### src/design/tcs_pkg.sv
// Shared types and constants for the camera trigger timestamp matcher.
// Used by tcs_csr, tcs_queue, tcs_stamp and camera_trigger_timestamp_sync.
package tcs_pkg;

   localparam int QUEUE_DEPTH_DEF = 16;

   localparam int TIME_W = 63;
   localparam int SEQ_W = 32;
   localparam int EXP_W = 24;
   localparam int OFFSET_W = 32;
   localparam int HALF_EXP_W = 33;
   localparam int DATA_W = 32;
   localparam int ADDR_W = 4;

   localparam logic [HALF_EXP_W-1:0] NS_PER_HALF_US = HALF_EXP_W'(500);

   localparam logic REQ_TRIGGER = 1'b0;
   localparam logic REQ_FRAME = 1'b1;

   localparam logic [1:0] CSR_EXPOSURE = 2'd0;
   localparam logic [1:0] CSR_OFFSET_LEFT = 2'd1;
   localparam logic [1:0] CSR_OFFSET_RIGHT = 2'd2;

   typedef enum logic [2:0] {
      ST_STORED = 3'd0,
      ST_OVERFLOW = 3'd1,
      ST_STAMPED = 3'd2,
      ST_OUT_OF_SYNC = 3'd3,
      ST_NO_TRIGGER = 3'd4
   } tcs_status_type;

   typedef struct packed {
      logic [HALF_EXP_W-1:0] half_exp;
      logic [OFFSET_W-1:0] offset_left;
      logic [OFFSET_W-1:0] offset_right;
   } tcs_cfg_type;

   typedef struct packed {
      logic push;
      logic pop;
   } tcs_queue_ctl_type;

   typedef struct packed {
      logic empty;
      logic full;
   } tcs_queue_stat_type;

endpackage

### src/design/tcs_csr.sv
// Configuration registers (exposure, left and right offsets) on an APB-style port.
// Depends on tcs_pkg; keeps half the exposure in nanoseconds ready for the stamp adders.
module tcs_csr
   import tcs_pkg::*;
(
   input  logic              clock,
   input  logic              reset,
   input  logic              psel,
   input  logic              penable,
   input  logic              pwrite,
   input  logic [ADDR_W-1:0] paddr,
   input  logic [DATA_W-1:0] pwdata,
   output logic [DATA_W-1:0] prdata,
   output logic              pready,
   output tcs_cfg_type       cfg
);

   logic [EXP_W-1:0] exposure_ff;
   logic [HALF_EXP_W-1:0] half_exp_ff;
   logic [OFFSET_W-1:0] offset_left_ff;
   logic [OFFSET_W-1:0] offset_right_ff;
   logic [1:0] reg_index;
   logic write_en;

   assign reg_index = paddr[3:2];
   assign write_en = psel && penable && pwrite;
   assign pready = 1'b1;

   always_ff @(posedge clock) begin
      if (reset) begin
         exposure_ff <= '0;
         half_exp_ff <= '0;
         offset_left_ff <= '0;
         offset_right_ff <= '0;
      end else if (write_en) begin
         case (reg_index)
            CSR_EXPOSURE: begin
               exposure_ff <= pwdata[EXP_W-1:0];
               half_exp_ff <= HALF_EXP_W'(pwdata[EXP_W-1:0]) * NS_PER_HALF_US;
            end
            CSR_OFFSET_LEFT: offset_left_ff <= pwdata[OFFSET_W-1:0];
            CSR_OFFSET_RIGHT: offset_right_ff <= pwdata[OFFSET_W-1:0];
            default: ;
         endcase
      end
   end

   always_comb begin
      case (reg_index)
         CSR_EXPOSURE: prdata = DATA_W'(exposure_ff);
         CSR_OFFSET_LEFT: prdata = offset_left_ff;
         CSR_OFFSET_RIGHT: prdata = offset_right_ff;
         default: prdata = '0;
      endcase
   end

   assign cfg.half_exp = half_exp_ff;
   assign cfg.offset_left = offset_left_ff;
   assign cfg.offset_right = offset_right_ff;

endmodule

### src/design/tcs_queue.sv
// Ring queue of trigger requests (time and sequence) with a registered head read.
// Depends on tcs_pkg; one slot stays free to tell full from empty.
module tcs_queue
   import tcs_pkg::*;
#(
   parameter int QUEUE_DEPTH = QUEUE_DEPTH_DEF
) (
   input  logic               clock,
   input  logic               reset,
   input  tcs_queue_ctl_type  ctl,
   input  logic [TIME_W-1:0]  push_time,
   input  logic [SEQ_W-1:0]   push_seq,
   output tcs_queue_stat_type stat,
   output logic [TIME_W-1:0]  head_time,
   output logic [SEQ_W-1:0]   head_seq
);

   localparam int AW = (QUEUE_DEPTH > 1) ? $clog2(QUEUE_DEPTH) : 1;
   localparam logic [AW-1:0] LAST = AW'(QUEUE_DEPTH - 1);
   localparam int ENTRY_W = TIME_W + SEQ_W;

   logic [ENTRY_W-1:0] mem_ff [QUEUE_DEPTH];
   logic [ENTRY_W-1:0] head_ff;
   logic [AW-1:0] rd_ptr_ff;
   logic [AW-1:0] wr_ptr_ff;
   logic [AW-1:0] rd_ptr_in;
   logic [AW-1:0] wr_ptr_in;
   logic [AW-1:0] rd_step;
   logic [AW-1:0] wr_step;
   logic [ENTRY_W-1:0] push_entry;

   assign rd_step = (rd_ptr_ff == LAST) ? '0 : rd_ptr_ff + AW'(1);
   assign wr_step = (wr_ptr_ff == LAST) ? '0 : wr_ptr_ff + AW'(1);
   assign rd_ptr_in = ctl.pop ? rd_step : rd_ptr_ff;
   assign wr_ptr_in = ctl.push ? wr_step : wr_ptr_ff;
   assign push_entry = {push_time, push_seq};

   assign stat.empty = (rd_ptr_ff == wr_ptr_ff);
   assign stat.full = (wr_step == rd_ptr_ff);

   always_ff @(posedge clock) begin
      if (reset) begin
         rd_ptr_ff <= '0;
         wr_ptr_ff <= '0;
      end else begin
         rd_ptr_ff <= rd_ptr_in;
         wr_ptr_ff <= wr_ptr_in;
      end
   end

   always_ff @(posedge clock) begin
      if (ctl.push) begin
         mem_ff[wr_ptr_ff] <= push_entry;
      end
   end

   // forward a request written into the slot the head moves to
   always_ff @(posedge clock) begin
      if (ctl.push && (wr_ptr_ff == rd_ptr_in)) begin
         head_ff <= push_entry;
      end else begin
         head_ff <= mem_ff[rd_ptr_in];
      end
   end

   assign head_time = head_ff[ENTRY_W-1:SEQ_W];
   assign head_seq = head_ff[SEQ_W-1:0];

endmodule

### src/design/tcs_stamp.sv
// Image stamp: trigger time plus half exposure plus signed camera offset, saturated.
// Depends on tcs_pkg for field widths.
module tcs_stamp
   import tcs_pkg::*;
(
   input  logic [TIME_W-1:0]     trig_time,
   input  logic [HALF_EXP_W-1:0] half_exp,
   input  logic [OFFSET_W-1:0]   offset,
   output logic [TIME_W-1:0]     stamp
);

   localparam int SUM_W = TIME_W + 2;

   logic [SUM_W-1:0] sum;

   assign sum = SUM_W'(trig_time) + SUM_W'(half_exp)
              + {{(SUM_W-OFFSET_W){offset[OFFSET_W-1]}}, offset};

   always_comb begin
      if (sum[SUM_W-1]) begin
         stamp = '0;
      end else if (sum[SUM_W-2]) begin
         stamp = '1;
      end else begin
         stamp = sum[TIME_W-1:0];
      end
   end

endmodule

### src/design/camera_trigger_timestamp_sync.sv
// A request is registered at the input, its result in the output registers.
// Throughput: one request per cycle unless the result stalls; set by the single request
// register and the queue head. A stalled result holds the request register;
// stall reaches the request side in that case. Reset (synchronous) clears the queue
// pointers, the expected sequence, the CSRs and both valid flags, not the queue contents.
module camera_trigger_timestamp_sync
   import tcs_pkg::*;
#(
   parameter int QUEUE_DEPTH = QUEUE_DEPTH_DEF
) (
   input  logic              clock,
   input  logic              reset,
   input  logic              req_valid,
   output logic              req_stall,
   input  logic              req_type,
   input  logic [TIME_W-1:0] req_trig_time,
   input  logic [SEQ_W-1:0]  req_trig_seq,
   output logic              rsp_valid,
   input  logic              rsp_stall,
   output logic [2:0]        rsp_status,
   output logic [TIME_W-1:0] rsp_stamp_left,
   output logic [TIME_W-1:0] rsp_stamp_right,
   output logic [SEQ_W-1:0]  rsp_expected_seq,
   output logic [SEQ_W-1:0]  rsp_head_seq,
   input  logic              psel,
   input  logic              penable,
   input  logic              pwrite,
   input  logic [ADDR_W-1:0] paddr,
   input  logic [DATA_W-1:0] pwdata,
   output logic [DATA_W-1:0] prdata,
   output logic              pready
);

   tcs_cfg_type cfg;
   tcs_queue_ctl_type q_ctl;
   tcs_queue_stat_type q_stat;
   logic [TIME_W-1:0] q_head_time;
   logic [SEQ_W-1:0] q_head_seq;

   logic in_valid_ff;
   logic in_type_ff;
   logic [TIME_W-1:0] in_time_ff;
   logic [SEQ_W-1:0] in_seq_ff;

   logic out_valid_ff;
   tcs_status_type status_ff;
   logic [TIME_W-1:0] stamp_left_ff;
   logic [TIME_W-1:0] stamp_right_ff;
   logic [SEQ_W-1:0] expected_ff;
   logic [SEQ_W-1:0] head_ff;

   logic [SEQ_W-1:0] next_exp_ff;
   logic [SEQ_W-1:0] next_exp_in;

   tcs_status_type status_in;
   logic [TIME_W-1:0] stamp_left_in;
   logic [TIME_W-1:0] stamp_right_in;
   logic [SEQ_W-1:0] expected_in;
   logic [SEQ_W-1:0] head_in;
   logic [TIME_W-1:0] calc_left;
   logic [TIME_W-1:0] calc_right;

   logic advance;
   logic fire;

   tcs_csr u_csr (
      .clock   (clock),
      .reset   (reset),
      .psel    (psel),
      .penable (penable),
      .pwrite  (pwrite),
      .paddr   (paddr),
      .pwdata  (pwdata),
      .prdata  (prdata),
      .pready  (pready),
      .cfg     (cfg)
   );

   tcs_queue #(
      .QUEUE_DEPTH (QUEUE_DEPTH)
   ) u_queue (
      .clock     (clock),
      .reset     (reset),
      .ctl       (q_ctl),
      .push_time (in_time_ff),
      .push_seq  (in_seq_ff),
      .stat      (q_stat),
      .head_time (q_head_time),
      .head_seq  (q_head_seq)
   );

   tcs_stamp u_stamp_left (
      .trig_time (q_head_time),
      .half_exp  (cfg.half_exp),
      .offset    (cfg.offset_left),
      .stamp     (calc_left)
   );

   tcs_stamp u_stamp_right (
      .trig_time (q_head_time),
      .half_exp  (cfg.half_exp),
      .offset    (cfg.offset_right),
      .stamp     (calc_right)
   );

   assign advance = !out_valid_ff || !rsp_stall;
   assign fire = in_valid_ff && advance;
   assign req_stall = in_valid_ff && !advance;

   always_ff @(posedge clock) begin
      if (reset) begin
         in_valid_ff <= 1'b0;
      end else if (!req_stall) begin
         in_valid_ff <= req_valid;
      end
   end

   always_ff @(posedge clock) begin
      if (req_valid && !req_stall) begin
         in_type_ff <= req_type;
         in_time_ff <= req_trig_time;
         in_seq_ff <= req_trig_seq;
      end
   end

   always_comb begin
      status_in = ST_STORED;
      expected_in = '0;
      head_in = '0;
      q_ctl = '0;
      next_exp_in = next_exp_ff;
      if (in_type_ff == REQ_TRIGGER) begin
         if (q_stat.full) begin
            status_in = ST_OVERFLOW;
         end else begin
            status_in = ST_STORED;
            q_ctl.push = fire;
         end
      end else begin
         expected_in = next_exp_ff;
         if (q_stat.empty) begin
            status_in = ST_NO_TRIGGER;
         end else begin
            head_in = q_head_seq;
            if (q_head_seq == next_exp_ff) begin
               status_in = ST_STAMPED;
               q_ctl.pop = fire;
            end else begin
               status_in = ST_OUT_OF_SYNC;
            end
            if (fire) begin
               next_exp_in = next_exp_ff + SEQ_W'(1);
            end
         end
      end
      stamp_left_in = (status_in == ST_STAMPED) ? calc_left : '0;
      stamp_right_in = (status_in == ST_STAMPED) ? calc_right : '0;
   end

   always_ff @(posedge clock) begin
      if (reset) begin
         next_exp_ff <= '0;
         out_valid_ff <= 1'b0;
      end else begin
         next_exp_ff <= next_exp_in;
         if (advance) begin
            out_valid_ff <= in_valid_ff;
         end
      end
   end

   always_ff @(posedge clock) begin
      if (fire) begin
         status_ff <= status_in;
         stamp_left_ff <= stamp_left_in;
         stamp_right_ff <= stamp_right_in;
         expected_ff <= expected_in;
         head_ff <= head_in;
      end
   end

   assign rsp_valid = out_valid_ff;
   assign rsp_status = status_ff;
   assign rsp_stamp_left = stamp_left_ff;
   assign rsp_stamp_right = stamp_right_ff;
   assign rsp_expected_seq = expected_ff;
   assign rsp_head_seq = head_ff;

`ifndef NO_ASSERTIONS
   a_stamp_seq_match: assert property (@(posedge clock) disable iff (reset)
      (rsp_valid && (status_ff == ST_STAMPED)) |-> (rsp_head_seq == rsp_expected_seq))
      else $error("stamped frame with mismatched sequence");

   a_stamp_zero: assert property (@(posedge clock) disable iff (reset)
      (rsp_valid && (status_ff != ST_STAMPED))
         |-> ((rsp_stamp_left == '0) && (rsp_stamp_right == '0)))
      else $error("stamp driven on a response that is not stamped");

   a_expected_advance: assert property (@(posedge clock) disable iff (reset)
      (!$past(reset) && (next_exp_ff != $past(next_exp_ff)))
         |-> $past(fire && (in_type_ff == REQ_FRAME) && !q_stat.empty))
      else $error("expected sequence moved without a frame");

   a_overflow: assert property (@(posedge clock) disable iff (reset)
      (fire && (in_type_ff == REQ_TRIGGER) && q_stat.full)
         |=> (rsp_valid && (status_ff == ST_OVERFLOW)))
      else $error("trigger on full queue not reported as overflow");
`endif

endmodule
### config.mk
export PLATFORM = sky130hd
export DESIGN_NAME = camera_trigger_timestamp_sync
export DESIGN_NICKNAME = d
export VERILOG_FILES = /design/src/design/tcs_pkg.sv /design/src/design/tcs_csr.sv /design/src/design/tcs_queue.sv /design/src/design/tcs_stamp.sv /design/src/design/camera_trigger_timestamp_sync.sv
export SDC_FILE = /design/constraint.sdc
export NUM_CORES = 2
export LEC_CHECK = 0
export BUFFER_PORTS_ARGS = -buffer_cell sky130_fd_sc_hd__buf_4
export CORE_ASPECT_RATIO = 1.75
export CORE_MARGIN = 1.5
export CORE_UTILIZATION = 35
export CTS_BUF_LIST = sky130_fd_sc_hd__clkbuf_4 sky130_fd_sc_hd__clkbuf_8
export DETAILED_ROUTE_END_ITERATION = 12
export PLACE_DENSITY_LB_ADDON = 0.05
export RECOVER_POWER = 50
export SETUP_SLACK_MARGIN = 0.2
export SLEW_MARGIN = 20
export SYNTH_ARGS = -nofsm -noshare
export SYNTH_HDL_FRONTEND = slang
export SYNTH_SLANG_ARGS = --single-unit
### constraint.sdc
create_clock -name clock -period 58.4 [get_ports clock]
set_input_delay 5.84 -clock clock [delete_from_list [all_inputs] [get_ports clock]]
set_output_delay 5.84 -clock clock [all_outputs]
set_load 0.02 [all_outputs]
==> summary.md <==
| Metric | Value |
|---|---|
| Status | finished with violations |
| Failing checks | capacitance limit, slew limit |
| Critical path, cell by cell | clkbuf_1 -> clkbuf_1 -> clkbuf_1 -> mux4_2 -> mux4_2 -> ha_1 -> a21oi_1 -> nand2_1 -> a221o_1 -> a221o_1 -> and2_1 -> and3_1 -> xor2_1 -> ha_1 -> a21oi_1 -> o21ai_0 -> a2111oi_0 -> o31a_1 -> nor2_1 -> a31oi_1 -> xor2_4 -> buf_4 -> a21oi_1 |
| Synth Area in Compound Gates | 0.0633 |
| Die W | 381 um |
| EDFF count, synth | 1809 |
| DRC Markers | 0 |
| IO buf count | 363 |
| Post-synthesis cell count | 5385 |
| Top cell type's share of synthesized area | 0.622 |
| Post-synthesis mux area share | 0.127 |
| CP max stage cell | clkbuf_1 |
| CP Max Fanout | 43 |
| Cell taking the most area after synthesis | edfxtp_1 |
| Most frequent cell after synthesis | edfxtp_1 |
| Worst slew margin | -2.74 |
| FF+latch count, synth | 1972 |
| Main combinational cell family by area after synthesis | multiplexers |
| I/O Pins | 367 |
| Via count | 49500 |
| H-tree levels | 5 |
| Number of global-route vias before repair | 53300 |
| Skew final | 0.0887 ns |
| Maximum VDD drop | 0.0213 mV |
| Worst min-delay path class | reg -> reg |
| Post-CTS setup buffer count | 0 |
| Core area | 248000 um2 |
| CTS buffer count | 318 |
| Congestion Overflow GR | 0 |
| CTS tree | yes |
| Commonest cells in the netlist | 1809 x edfxtp_1, 443 x mux4_2, 436 x a21oi_1 |
| Top cells by area, synth | edfxtp_1 62%, mux4_2 11%, dfxtp_1 3.7% |
| Post-route clock period utilization | 0.297 |
| Max Fclk | 57.7 MHz |
| Synthesized-area fraction occupied by and/or/nand/nor cells | 0.0488 |
| Final Hold Fails | 0 |
| Non-filler cells, final | 9458 |
| Post-synth cell types | 79 |
| WS Path Type | reg -> reg |
| Layout cells sized above 1 | 0.217 |
| Starting Density | 0.352 |
| CP bufs+invs | 4 |
| Register area share after synthesis | 0.659 |
| Total GRT Usage | 0.209 |
| Pin count of the biggest net entering global routing | 100 |
| Nets | 6396 |
| Slew Limit Fails | 555 |
| Post-synthesis adder-cell area fraction | 0.0553 |
| GP Congestion | 0.891 |
| RSZ-0062 raised after global routing | no |
| WP data required | 58.97 ns |
| Sink Count | 1972 |
| Worst Setup Start Kind | flip-flop |
| Ys async rst share | 0 |
| Post-Syn Area | 87400 um2 |
| Initial DRC Count | 2840 |
| First-pass GRT wire length | 383 mm |
| Hold WS | 0.456 ns |
| Final Setup Violations | 0 |
| Post-CTS sizing | 0 |
| WP data arrival | 17.90 ns |
| Reg clk slew, reported paths | 0.06 ns |
| Cells after DPL | 8898 |
| Die Ht | 664 um |
| Predominant post-synthesis flop cell | edfxtp_1 |
| Clk buf depth | 4 |
| Row count | 242 |
| Mean cell area of the mapped netlist | 16.2 um2 |
| Fin Setup TNS | 0 ns |
| DR pass1 iterations | 5 |
| Routed WL per cell | 28.2 um |
| Max cap viols | 15 |
| Initial antenna violation count | 17 |
| Synthesized Nets | 5857 |
| Total power | 0.00323 W |
| Vias per inst | 5.23 |
| Area growth from synthesis to layout | 14.4% |
| Lkg Pwr | 34.1 nW |
| Pwr Density | 32.3 nW/um2 |
| CTS Hold Bufs | 0 |
| CP max stage delay | 2.49 ns |
| Final min period | 17.33 ns |
| Root buffer cell | clkbuf_8 |
| Post-DP HPWL | 170 mm |
| Die area | 253000 um2 |
| Critical Path End Type | flip-flop |
| YS warnings | 0 |
| Worst slew pin tran | 5.60 ns |
| Synth Area in XOR/XNOR | 0.0265 |
| Clock Latency Late Sink | 0.97 ns |
| Cell family with most CP delay | buffers and inverters |
| Post-route ant nets | 0 |
| Detailed Route WL | 267 mm |
## per-layer routing
metal / track usage / part of all wire
met1: 0.242 / 0.39
met2: 0.383 / 0.53
met3: 0.0307 / 0.038
met4: 0.0870 / 0.045
met5: 0 / 0.00018
## metrics by stage
stage	utilization	worst slack (ns)	area, um2
floorplan	-	34.87	87400
global placement	0.379	44.93	94200
detailed placement	0.380	44.91	94200
CTS	0.405	44.92	101000
global route	0.403	38.97	100000
finish	0.403	41.07	100000
## report_power, final
part | switching [W] | internal [W]
Sequential | 0.0000198 | 0.00156
Combinational | 0.000276 | 0.000162
Clock | 0.000563 | 0.000655
## path summary, 6_finish.rpt
kind / startpoint / to / slack [ns] / cells past startpoint
worst min register to register: u_csr.half_exp_ff[25] / u_csr.half_exp_ff[25] / 0.46 / 2
worst min-delay path: u_csr.half_exp_ff[25] / u_csr.half_exp_ff[25] / 0.46 / 2
worst max register to register: flip-flop / rsp_stamp_right[43] / 41.07 / 23
worst max-delay path: flip-flop / rsp_stamp_right[43] / 41.07 / 23
## cell families after synthesis
| kind of cell | count (synthesis) |
|---|---|
| AND/OR/NAND/NOR | 924 |
| AO/OA/AOI/OAI | 916 |
| adder cells (fa/ha/maj) | 333 |
| other | 1 |
| multiplexers | 553 |
| buffers and inverters | 422 |
| flip-flops | 1972 |
| XOR/XNOR | 264 |
## worst reg2reg max path: stages, from the launching register on
cell	delay [ns]
dfxtp_1	1.94
clkbuf_1	2.29
clkbuf_1	2.43
clkbuf_1	2.50
mux4_2	0.77
mux4_2	0.60
ha_1	0.40
a21oi_1	0.46
nand2_1	0.10
a221o_1	0.51
a221o_1	0.62
and2_1	0.35
and3_1	0.19
xor2_1	0.48
ha_1	0.37
a21oi_1	0.29
o21ai_0	0.14
a2111oi_0	0.43
o31a_1	0.31
nor2_1	0.10
a31oi_1	0.33
xor2_4	0.50
buf_4	0.56
a21oi_1	0.29
## state kept, by name (all words and copies together) (netlist names), 24 cells and up, named ones only
signal,count
u_csr.offset_right_ff,32
in_time_ff,63
in_seq_ff,32
rsp_stamp_left,63
rsp_head_seq,32
rsp_expected_seq,32
u_csr.exposure_ff,24
rsp_stamp_right,63
u_csr.offset_left_ff,32
next_exp_ff,32
u_csr.half_exp_ff,29
u_queue.mem_ff,1520
## cell usage in the layout (no fill, tap or decap), drive strengths merged, types with 163 or more instances in the layout
master / count
mux4: 443
ha: 244
clkbuf: 620
nand2: 403
edfxtp: 1809
a21oi: 436
nor2: 174
inv: 184
buf: 277
dfxtp: 163
## layout make-up
type | instances | area [um2]
fillers | 23100 | 148000
flip-flops and latches | 1972 | 57600
multi-input cells | 2991 | 28300
clock buffers | 429 | 5330
well taps | 3294 | 4120
repair buffers | 468 | 3020
clock inverters | 122 | 960
inverters | 173 | 657
diodes | 9 | 22.5
Note: power is estimated with default switching activity, not from simulation.
